--- src/hw/rtl/udiv_pkg.sv ---
package udiv_pkg;

    // Fixed width of the operand and result ports.
    localparam int FIELD_W = 64;

    // Default operand width inside the divider.
    localparam int DEFAULT_WIDTH = 64;

    // Controller states.
    typedef enum logic [1:0] {
        ST_IDLE,
        ST_RUN,
        ST_FIX,
        ST_DONE
    } t_state;

    // Commands from the controller to the datapath.
    typedef struct packed {
        logic load;
        logic step;
        logic fix;
    } t_cmd;

    // Status from the datapath to the controller.
    typedef struct packed {
        logic divisor_zero;
        logic last;
    } t_status;

endpackage

--- src/hw/rtl/udiv_dpath.sv ---
module udiv_dpath #(
    parameter int WIDTH = udiv_pkg::DEFAULT_WIDTH
) (
    input  logic                           i_clk,
    input  logic                           i_rst_n,
    input  udiv_pkg::t_cmd                 i_cmd,
    input  logic [udiv_pkg::FIELD_W-1:0]   i_dividend,
    input  logic [udiv_pkg::FIELD_W-1:0]   i_divisor,
    output udiv_pkg::t_status              o_status,
    output logic [udiv_pkg::FIELD_W-1:0]   o_quotient,
    output logic [udiv_pkg::FIELD_W-1:0]   o_remainder,
    output logic                           o_divide_by_zero
);
    import udiv_pkg::*;

    localparam int CNT_W = (WIDTH > 1) ? $clog2(WIDTH) : 1;

    // Partial remainder carries one extra bit as its sign.
    logic [WIDTH:0]   r_rem, n_rem;
    logic [WIDTH-1:0] r_quo, n_quo;
    logic [WIDTH-1:0] r_den, n_den;
    logic             r_dz,  n_dz;
    logic [CNT_W-1:0] r_cnt, n_cnt;

    logic [WIDTH-1:0] num_in;
    logic [WIDTH-1:0] den_in;
    logic [WIDTH:0]   shifted;
    logic [WIDTH:0]   den_ext;
    logic [WIDTH:0]   step_rem;

    assign num_in  = i_dividend[WIDTH-1:0];
    assign den_in  = i_divisor[WIDTH-1:0];
    assign den_ext = {1'b0, r_den};

    // One non-restoring iteration: shift in the next dividend bit, then add
    // the divisor back if the remainder is negative, else subtract it.
    assign shifted  = {r_rem[WIDTH-1:0], r_quo[WIDTH-1]};
    assign step_rem = r_rem[WIDTH] ? (shifted + den_ext) : (shifted - den_ext);

    // Status for the controller.
    assign o_status.divisor_zero = (den_in == '0);
    assign o_status.last         = (r_cnt == CNT_W'(WIDTH - 1));

    // Next values of the datapath registers.
    always_comb begin
        n_rem = r_rem;
        n_quo = r_quo;
        n_den = r_den;
        n_dz  = r_dz;
        n_cnt = r_cnt;
        if (i_cmd.load) begin
            n_den = den_in;
            n_cnt = '0;
            n_dz  = (den_in == '0);
            if (den_in == '0) begin
                // Divide by zero: quotient zero, dividend as remainder.
                n_quo = '0;
                n_rem = {1'b0, num_in};
            end else begin
                n_quo = num_in;
                n_rem = '0;
            end
        end else if (i_cmd.step) begin
            n_rem = step_rem;
            n_quo = {r_quo[WIDTH-2:0], ~step_rem[WIDTH]};
            n_cnt = r_cnt + 1'b1;
        end else if (i_cmd.fix) begin
            // A negative final remainder is restored by one add.
            if (r_rem[WIDTH]) begin
                n_rem = r_rem + den_ext;
            end
        end
    end

    // Payload registers carry no reset.
    always_ff @(posedge i_clk) begin
        r_rem <= n_rem;
        r_quo <= n_quo;
        r_den <= n_den;
        r_dz  <= n_dz;
    end

    // Iteration counter.
    always_ff @(posedge i_clk) begin
        if (!i_rst_n) begin
            r_cnt <= '0;
        end else begin
            r_cnt <= n_cnt;
        end
    end

    assign o_quotient       = FIELD_W'(r_quo);
    assign o_remainder      = FIELD_W'(r_rem[WIDTH-1:0]);
    assign o_divide_by_zero = r_dz;

endmodule

--- src/hw/rtl/udiv_ctrl.sv ---
module udiv_ctrl (
    input  logic              i_clk,
    input  logic              i_rst_n,
    input  logic              i_start,
    input  udiv_pkg::t_status i_status,
    output udiv_pkg::t_cmd    o_cmd,
    output logic              o_busy,
    output logic              o_done
);
    import udiv_pkg::*;

    t_state r_state, n_state;

    // State register.
    always_ff @(posedge i_clk) begin
        if (!i_rst_n) begin
            r_state <= ST_IDLE;
        end else begin
            r_state <= n_state;
        end
    end

    // Next state and commands.
    always_comb begin
        n_state    = r_state;
        o_cmd.load = 1'b0;
        o_cmd.step = 1'b0;
        o_cmd.fix  = 1'b0;
        o_busy     = 1'b1;
        o_done     = 1'b0;
        case (r_state)
            ST_IDLE: begin
                o_busy = 1'b0;
                if (i_start) begin
                    o_cmd.load = 1'b1;
                    n_state    = i_status.divisor_zero ? ST_DONE : ST_RUN;
                end
            end
            ST_RUN: begin
                o_cmd.step = 1'b1;
                if (i_status.last) begin
                    n_state = ST_FIX;
                end
            end
            ST_FIX: begin
                o_cmd.fix = 1'b1;
                n_state   = ST_DONE;
            end
            ST_DONE: begin
                o_done  = 1'b1;
                n_state = ST_IDLE;
            end
            default: begin
                n_state = ST_IDLE;
            end
        endcase
    end

endmodule

--- src/hw/rtl/unsigned_nonrestoring_divider.sv ---
// Unsigned WIDTH-bit divider using radix-2 non-restoring division. A beat is
// accepted when start is high while busy is low; only the low WIDTH bits of
// each operand are used. One adder/subtractor makes one quotient bit per
// cycle; the result appears after WIDTH iterations, a correction step and an
// output step, and busy stays high until the result has been shown, so the
// next beat is taken only after that. A zero divisor skips the iterations:
// the result follows in the next cycle with quotient zero, the dividend as
// remainder and o_divide_by_zero set. The result is shown for exactly one
// cycle with o_done high; the outputs keep it until the next beat is accepted,
// but the receiver cannot stall the block; it must capture it then.
module unsigned_nonrestoring_divider #(
    parameter int WIDTH = udiv_pkg::DEFAULT_WIDTH
) (
    input  logic                         i_clk,
    input  logic                         i_rst_n,
    input  logic                         start,
    output logic                         busy,
    input  logic [udiv_pkg::FIELD_W-1:0] i_dividend,
    input  logic [udiv_pkg::FIELD_W-1:0] i_divisor,
    output logic                         o_done,
    output logic [udiv_pkg::FIELD_W-1:0] o_quotient,
    output logic [udiv_pkg::FIELD_W-1:0] o_remainder,
    output logic                         o_divide_by_zero
);
    import udiv_pkg::*;

    t_cmd    cmd;
    t_status status;

    // Sequencer.
    udiv_ctrl u_ctrl (
        .i_clk    (i_clk),
        .i_rst_n  (i_rst_n),
        .i_start  (start),
        .i_status (status),
        .o_cmd    (cmd),
        .o_busy   (busy),
        .o_done   (o_done)
    );

    // Remainder, quotient and divisor registers with the add/subtract unit.
    udiv_dpath #(
        .WIDTH (WIDTH)
    ) u_dpath (
        .i_clk            (i_clk),
        .i_rst_n          (i_rst_n),
        .i_cmd            (cmd),
        .i_dividend       (i_dividend),
        .i_divisor        (i_divisor),
        .o_status         (status),
        .o_quotient       (o_quotient),
        .o_remainder      (o_remainder),
        .o_divide_by_zero (o_divide_by_zero)
    );

    // The result strobe lasts a single cycle.
    a_done_single: assert property (@(posedge i_clk) disable iff (!i_rst_n)
        o_done |=> !o_done)
        else $error("result strobe held for more than one cycle");

    // An accepted beat makes the block busy in the next cycle.
    a_accept_busy: assert property (@(posedge i_clk) disable iff (!i_rst_n)
        start && !busy |=> busy)
        else $error("block not busy after accepting a beat");

    // A divide by zero always reports a zero quotient.
    a_dz_quotient: assert property (@(posedge i_clk) disable iff (!i_rst_n)
        o_done && o_divide_by_zero |-> o_quotient == '0)
        else $error("nonzero quotient on divide by zero");

    // The strobe is never raised while the block is idle.
    a_done_busy: assert property (@(posedge i_clk) disable iff (!i_rst_n)
        o_done |-> busy)
        else $error("result strobe while idle");

endmodule
--- config.mk ---
export PLATFORM = sky130hd
export DESIGN_NAME = unsigned_nonrestoring_divider
export DESIGN_NICKNAME = d
export VERILOG_FILES = /design/src/hw/rtl/udiv_pkg.sv /design/src/hw/rtl/udiv_dpath.sv /design/src/hw/rtl/udiv_ctrl.sv /design/src/hw/rtl/unsigned_nonrestoring_divider.sv
export SDC_FILE = /design/constraint.sdc
export NUM_CORES = 1
export LEC_CHECK = 0
export BUFFER_PORTS_ARGS = -buffer_cell sky130_fd_sc_hd__buf_2
export CORE_MARGIN = 1.5
export CORE_UTILIZATION = 38
export CTS_CLUSTER_SIZE = 16
export DETAILED_ROUTE_END_ITERATION = 10
export PLACE_DENSITY = 0.62
export SYNTH_ARGS = -nofsm -noshare
export SYNTH_HDL_FRONTEND = slang
export SYNTH_HIERARCHICAL = 1
export SYNTH_SLANG_ARGS = --single-unit
--- constraint.sdc ---
create_clock -name i_clk -period 6.45 [get_ports i_clk]
set_clock_uncertainty 0.1 [all_clocks]
set_input_delay 0.3225 -clock i_clk [delete_from_list [all_inputs] [get_ports i_clk]]
set_output_delay 0.3225 -clock i_clk [all_outputs]
set_load 0.005 [all_outputs]
Word-level counts from Yosys, hierarchy flattened
Cells that the tools add are included.
- register bits after elaboration: 202
- bits of input ports: 131
- output and inout port bits: 131
- logic and storage cells: 46
- add/subtract/negate cells: 4
- equality and inequality tests: 6
- multiplexer cells: 19
- bitwise gates (word level): 2
- reductions and logical operators: 8
- operators by type and width (kind ; number):
    65-bit 2-to-1 mux ; 5
    64-bit 2-to-1 mux ; 4
    65-bit by 64-bit adder with 65-bit output ; 2
    65-bit by 64-bit subtractor with 65-bit output ; 1
    64-bit zero test ; 1
    2-bit one-hot mux with 4 select lines ; 1
    6-bit by 1-bit adder with 6-bit output (second input constant) ; 1
    6-bit == test (second input constant) ; 1
    1-bit 2-to-1 mux ; 6
    2-bit 2-to-1 mux ; 3
    3-bit nonzero test ; 2
    2-bit == test (second input constant) ; 2
    2-bit inequality test (second input constant) ; 2
    2-bit AND reduction ; 2
    2-bit by 1-bit == test with 1-bit output (second input constant) ; 1
    2-bit zero test ; 1
    1-bit NOT ; 2
    2-bit nonzero test ; 1
    2-bit OR reduction ; 1

Depth between registers and ports, before layout
Gate-level depths: netlist of run 1.
- depth after elaboration: 5
- gate-level depth with buffers: 22
- mapped depth without buffers: 21

Hierarchy
Netlist of run 1, hierarchy kept.
- modules (own cells, without submodules) (module ; instances ; cells an instance ; area each (um^2) ; seq. area each (um^2)):
    udiv_dpath ; 1 ; 2061 ; 17735.8 ; 5945.7
    udiv_ctrl ; 1 ; 22 ; 193.9 ; 40.0

Least setup slack after synthesis of run 1
No wires, ideal clock.
- path type: reg2reg
- start: reg u_dpath.r_den[1]
- end: reg u_dpath.r_rem[62], data pin
- library setup time: 0.276 ns
- data arrival time: 4.588 ns
- required time: 6.074 ns
- path slack: 1.486 ns
- cell stages (with the launch flop): 22
- path buffers: 1
- period minus slack after synthesis: 4.964 ns
- cell sequence: edfxtp_1 -> nor3_1 -> nor4b_1 -> and2_1 -> and3_1 -> nand2_1 -> nor2_1 -> and3b_1 -> a21oi_1 -> xor2_1 -> ha_1 -> clkbuf_1 -> a21o_1 -> a21o_1 -> a21o_1 -> a21o_1 -> a21oi_1 -> nor2_1 -> a211oi_1 -> mux2i_1 -> a222oi_1 -> o211ai_1
- word-level cells in the longest chain between the ends: 5
- elaborated cells on any way between the ends: 8
- those cells by class: add/sub: 3; mux: 5
- RTL lines (what ; line ; text):
    start, declared ; udiv_dpath.sv:21 ; logic [WIDTH-1:0] r_den, n_den;
    start signal, assigned ; udiv_dpath.sv:79 ; r_den <= n_den;
    65-bit by 64-bit adder with 65-bit output ; udiv_dpath.sv:70 ; n_rem = r_rem + den_ext;
    65-bit 2-to-1 mux ; udiv_dpath.sv:69 ; if (r_rem[WIDTH]) begin
    65-bit 2-to-1 mux ; udiv_dpath.sv:67 ; end else if (i_cmd.fix) begin
    65-bit 2-to-1 mux * ; udiv_dpath.sv:63 ; end else if (i_cmd.step) begin
    65-bit 2-to-1 mux * ; udiv_dpath.sv:51 ; if (i_cmd.load) begin
    net u_dpath.n_rem[62] ; udiv_dpath.sv:19 ; logic [WIDTH:0] r_rem, n_rem;
    end signal, assigned ; udiv_dpath.sv:77 ; r_rem <= n_rem;
    end, declared ; udiv_dpath.sv:19 ;
The timed path passes the listed nets; every way through them passes the cells marked *. The select of a mux whose other input is x is not followed.
A chain may end at the register's enable or synchronous reset.

Worst setup path in the final report of run 1
- start: reg u_dpath.r_den[20]
- end: reg u_dpath.r_rem[62], data pin
Same word-level chain as after synthesis.

==> results of run 1 <==
-- tightest hold or removal path: cells and delay by family --
family          cells  cell delay, ns
compound gates      1            0.11
buf+inv             1            0.08
simple gates        1            0.06
-- per-stage QoR --
| step | util, % | setup slack, ns | total power, uW |
|---|---|---|---|
| final | 45.6 | 0.544 | 14600 |
| after global routing | 45.6 | 0.133 | 15600 |
| after CTS | 45.6 | 0.652 | 14400 |
| after detailed placement | 41.6 | 0.636 | 12600 |
| after global placement | 41.6 | 0.790 | 12600 |
| after floorplan | - | 1.49 | 9780 |
-- cell families after synthesis --
family / count (synthesis) / synth area share [%]
compound gates: 693 / 24.2
fa+ha+maj: 148 / 10.4
xor+xnor: 176 / 8.60
flops: 202 / 33.4
mux: 9 / 0.509
simple gates: 572 / 15.6
buf+inv: 283 / 7.28
-- state kept, by name, indices dropped and copies added, names as in the netlist --
name,count
u_ctrl/r_state,2
u_dpath/o_divide_by_zero,1
u_dpath/o_quotient,64
u_dpath/r_cnt,6
u_dpath/r_den,64
u_dpath/r_rem,65
-- cell type report --
cell class	instances	area [sq um]	area share (%)
clock buffer	29	662	3.12
clock inverter	18	272	1.28
inverter	122	458	2.16
multi-input combinational	1598	10700	50.3
sequential	202	5990	28.2
tap	607	759	3.58
timing repair buffer	375	2420	11.4
-- worst paths after layout --
path                            cells past startpoint              start               endpoint  slack [ns]
worst max-delay path                               21  u_dpath/r_den[20]      u_dpath/r_rem[62]        0.54
worst min register to register                      2   u_dpath/r_cnt[5]       u_dpath/r_cnt[5]        0.41
worst max register to register                     21  u_dpath/r_den[20]      u_dpath/r_rem[62]        0.54
worst min-delay path                                3      i_dividend[9]  u_dpath/o_quotient[9]        0.02
-- cell usage after synthesis (38+ instances only) --
cell type and count:
inv_1 120, xor2_1 89, o21ai_0 146, a21oi_1 203, clkbuf_1 84, xnor2_1 87
buf_4 64, ha_1 146, nand2_1 163, edfxtp_1 194, nand3_1 75, a22oi_1 44
nand4_1 38, a21o_1 55, nor2_1 124, o22ai_1 59
-- power breakdown --
| group | internal, uW | switching [uW] |
|---|---|---|
| clock | 982 | 629 |
| combinational | 3780 | 6240 |
| sequential | 2340 | 608 |
| total | 7100 | 7480 |
-- per-layer routing --
| layer | up-vias | global-route usage, % | share of wire [%] |
|---|---|---|---|
| met1 | 8383 | 39.3 | 45 |
| met4 | 2 | 6.33 | 2.4 |
| li1 | 8172 | - | - |
| met2 | 801 | 41.7 | 44 |
| met3 | 92 | 3.82 | 8.2 |
| met5 | - | 0 | 0.019 |
==> impl_metrics.csv, run 1 <==
group,metric,value,unit
flow_run,drv_cap,0,
synthesis,yosysSeqAreaShare,33.4,%
pwr,leakagePower,0.00878,uW
routing,routedWlPerCell,22.7,um
routing,drt_iter0_drc,1789,
placed_design,io_buffers,261,
timing,tns,0,ns
worst_setup_path,required,6.64,ns
timing,hold_slack,0.0236,ns
die,chipWidth,220,um
synthesis,synth_largest_area_cell,"edfxtp_1",
synthesis,syn_avg_cell_area,8.61,sq um
global_routing,grt_max_degree,139,
timing,tightest_slew,1.12,ns
pwr,powerDensity,687,nW/um^2
worst_setup_path,end_kind,"register",
worst_setup_path,worst-setup-path-type,"register to register",
die,chipHeight,220,um
timing,rsz0062_at_grt,"no",
global_routing,grt_pass1_wl,99500,um
clocking,numCtsBuffers,26,
timing,post-route-period-util,91.6,%
clocking,clk_latency,0.58,ns
timing,relSlewSlack,24.5,%
final_layout,fill_cells,4541,
placed_design,hpwl,51800,um
timing,fin_crit,5.91,ns
global_routing,grt_use_total,26.9,%
synthesis,syn_nets,2362,
final_layout,design_area,21200,sq um
synthesis,synth.area.top_cells,"edfxtp_1 (32%), ha_1 (10%), a21oi_1 (5.7%), xor2_1 (4.3%), xnor2_1 (4.2%)",
worst_setup_path,critPathSlowestCell,"or4_1",
synthesis,ys_types,78,
worst_setup_path,cp_slowest_stage_delay,0.61,ns
worst_setup_path,critPathBufInv,0,
routing,ant_nets,0,
placed_design,dpl_cell_area,19400,sq um
placed_design,placed_cells_incl_taps,2812,
die,floorplan.rows,79,
clocking,htree_levels,1,
clocking,clkSinkCount,202,
clocking,path_clk_slew,0.06,ns
final_layout,diodes,0,
global_routing,antenna_found_initial,1,
routing,routed_wl,67100,um
pwr,max-vdd-ir-drop,0.307,mV
routing,drt-pass1-iter-count,5,
synthesis,yosys_warnings,6,
routing,vias_per_cell,5.91,
clocking,cts_tree,"built",
synthesis,ys_ff_latch,202,
synthesis,syn_inst,2083,
global_routing,grt_pass1_vias,16388,
die,start_util,38.5,%
run_status,outcome,"complete, no violations",
final_layout,nets,2604,
clocking,clockRootBuffer,"clkbuf_16",
timing,hold_viol_final,0,
worst_setup_path,crit_arrival,6.10,ns
routing,dr_total_vias,17450,
synthesis,synth.top_cell.area_share,32.5,%
timing,setup-violations-final,0,
final_layout,final_cell_mix,"buf_2 (261), a21oi_1 (203), edfxtp_1 (194), nand2_1 (162), o21ai_0 (146)",
final_layout,drive_gt1_share,14.8,%
worst_setup_path,path_cells,"or4_1 -> nor3_1 -> and4_1 -> and2_1 -> and3_1 -> nand2_1 -> nor2_1 -> and3b_1 -> a21oi_1 -> xor2_1 -> ha_1 -> a21o_1 -> a21o_1 -> a21o_1 -> a21o_1 -> a21oi_1 -> nor2_1 -> a211oi_1 -> mux2i_1 -> a222oi_1 -> o211ai_1",
worst_setup_path,path_max_fanout,10,
final_layout,fin_cells,2951,
die,core,46600,sq um
die,num_io_pins,262,
worst_setup_path,start_kind,"register",
synthesis,ys.flop_type,"edfxtp_1",
routing,drc,0,
synthesis,synth_edf_count,194,
final_layout,synthToLayoutAreaGrowth,18.3,%
clocking,cts_setup_buffers,0,
synthesis,synth.cell_area,17900,sq um
worst_setup_path,cpMostUsedCell,"a21o_1",
clocking,ctsHoldBuffers,92,
timing,max_freq,0.169,GHz
worst_setup_path,crit_family,"simple AND/OR/NAND/NOR gates",
global_routing,grt.overflow.total,0,
synthesis,synthArstFlopShare,0,%
hold_path,hold_path_class,"primary input to register",
final_layout,final_common_cell,"buf_2",
placed_design,routabilityCongestion,0.962,
clocking,cts_buffer_depth,3,
clocking,post_cts_resized,0,
die,die-area,48500,sq um
timing,slew_violations,0,
(Power assumes the default switching activity.)
==> run 2: changes to the inputs <==
CORE_ASPECT_RATIO = 1.1   (was not set)
CTS_CLUSTER_SIZE = not set   (was 16)
SKIP_LAST_GASP = 1   (was not set)
==> run 2 against run 1 <==
Sequential power about the same. Via count up 0.19%. Non-clock buffer count down 13. Critical path type unchanged.
==> impl_metrics.csv, run 2 (synthesis gave the netlist of run 1 again) <==
group,metric,value,unit
timing,fin_crit,5.89,ns
final_layout,multiInputGateArea,10700,sq um
hold_path,hold_path_class,"primary input to register",
routing,drt-pass1-iter-count,6,
timing,max_freq,0.170,GHz
routing,routedWlPerCell,22.5,um
timing,setup-violations-final,0,
timing,slew_violations,0,
clocking,numCtsBuffers,26,
pwr,max-vdd-ir-drop,0.266,mV
global_routing,grt_max_degree,188,
final_layout,largest-register,"u_dpath/r_rem",
final_layout,final_cell_mix,"buf_2 (261), a21oi_1 (203), edfxtp_1 (194), nand2_1 (162), o21ai_0 (146)",
routing,routed_wl,66000,um
clocking,cts_buffer_depth,3,
placed_design,dpl_cell_area,19300,sq um
worst_setup_path,worst-setup-path-type,"register to register",
timing,hold_viol_final,0,
pwr,combPwrFrac,69.4,%
die,floorplan.rows,83,
pwr,switching_share,51.6,%
pwr,p_seq_share,20.5,%
worst_setup_path,startpoint,"u_dpath/r_den[20]",
routing,drt_iter0_drc,1592,
timing,relSlewSlack,18.6,%
placed_design,place_ws,0.704,ns
worst_setup_path,start_kind,"register",
clocking,clk_latency,0.56,ns
timing,tns,0,ns
routing,dr_total_vias,17483,
final_layout,nets,2591,
die,start_util,38.5,%
clocking,path_clk_slew,0.06,ns
worst_setup_path,required,6.64,ns
timing,hold_slack,0.0329,ns
flow_run,drv_cap,0,
worst_setup_path,r2r_start,"u_dpath/r_den[20]",
die,core,46600,sq um
clocking,cts_tree,"built",
clocking,cts_setup_buffers,0,
run_status,outcome,"complete, no violations",
timing,rsz0062_at_grt,"no",
routing,drc,0,
global_routing,grt_pass1_wl,98200,um
final_layout,fill_cells,4604,
final_layout,final-seq-area,5990,sq um
timing,post-route-period-util,91.3,%
final_layout,drive_gt1_share,14.8,%
die,chipHeight,231,um
global_routing,grt_pass1_vias,16671,
placed_design,routabilityCongestion,0.995,
clocking,clockRootBuffer,"clkbuf_16",
global_routing,antenna_found_initial,1,
final_layout,final_common_cell,"buf_2",
global_routing,grt.overflow.total,0,
clocking,htree_levels,1,
pwr,p_sw,7380,uW
clocking,post_cts_resized,0,
placed_design,io_buffers,261,
die,num_io_pins,262,
worst_setup_path,crit_arrival,6.08,ns
clocking,ctsHoldBuffers,82,
placed_design,hpwl,51200,um
routing,vias_per_cell,5.97,
die,chipWidth,210,um
pwr,clkPwrFrac,10.1,%
timing,tightest_slew,1.21,ns
hold_path,hold_start,"i_dividend[3]",
die,die-area,48500,sq um
timing,layout_setup_ws,0.559,ns
pwr,powerDensity,682,nW/um^2
final_layout,synthToLayoutAreaGrowth,16.9,%
pwr,leakagePower,0.00866,uW
clocking,clkSinkCount,202,
pwr,p_int,6920,uW
routing,ant_nets,0,
final_layout,design_area,21000,sq um
worst_setup_path,path_max_fanout,10,
pwr,finalPower,14300,uW
final_layout,largest_reg_flops,65,
global_routing,grt_use_total,26.2,%
worst_setup_path,end_kind,"register",
-- run 2: cell count changes in the layout (fill, tap and decap cells not counted), sizes merged --
cell         change
diode            +1
clkbuf           +1
bufinv           -4
dlygate4sd3     -10
clkinvlp         +1
buf              -3
inv              +2
-- run 2: worst paths after layout --
check	endpoint	slack (ns)	cells after the start
setup reg to reg	u_dpath/r_rem[62]	0.56	21
setup / recovery	u_dpath/r_rem[62]	0.56	21
hold / removal	u_dpath/o_quotient[3]	0.03	3
hold reg to reg	u_dpath/r_cnt[5]	0.41	2
-- run 2: final cells by class --
| cell class | instances | share of cell area [%] |
|---|---|---|
| inverter | 122 | 2.18 |
| clock inverter | 17 | 0.788 |
| clock buffer | 30 | 3.18 |
| tap | 595 | 3.55 |
| timing repair buffer | 362 | 10.9 |
| multi-input combinational | 1598 | 50.8 |
| antenna | 1 | 0.0119 |
| sequential | 202 | 28.6 |
-- run 2: power groups by stage --
stage,Sequential (uW),Combinational (uW),Clock (uW)
finish,2930,9930,1440
global route,2990,10800,1520
CTS,2930,9710,1480
detailed placement,2940,9600,0
global placement,2950,9560,0
floorplan,2700,7080,0
-- run 2: per-layer routing --
layer / share of wire (%) / up-vias / global-route usage, %
li1: - / 8160 / -
met1: 45 / 8456 / 36.8
met2: 45 / 756 / 41.5
met4: 3.1 / 0 / 8.61
met3: 7.5 / 111 / 3.51
met5: 0 / - / 0
-- run 2: worst max-delay path, stage by stage, from the launching register on --
cell	delay (ns)
edfxtp_1	0.47
or4_1	0.61
nor3_1	0.35
and4_1	0.32
and2_1	0.20
and3_1	0.33
nand2_1	0.19
nor2_1	0.22
and3b_1	0.28
a21oi_1	0.11
xor2_1	0.15
ha_1	0.41
a21o_1	0.22
a21o_1	0.17
a21o_1	0.18
a21o_1	0.18
a21oi_1	0.13
nor2_1	0.06
a211oi_1	0.36
mux2i_1	0.13
a222oi_1	0.32
o211ai_1	0.13
-- run 2: metrics by stage --
step                      std cells  utilization, %
after floorplan                2083               -
after global placement         2797            41.4
after detailed placement       2797            41.4
after CTS                      2926            44.9
after global routing           2927            45.0
final                          2927            45.0
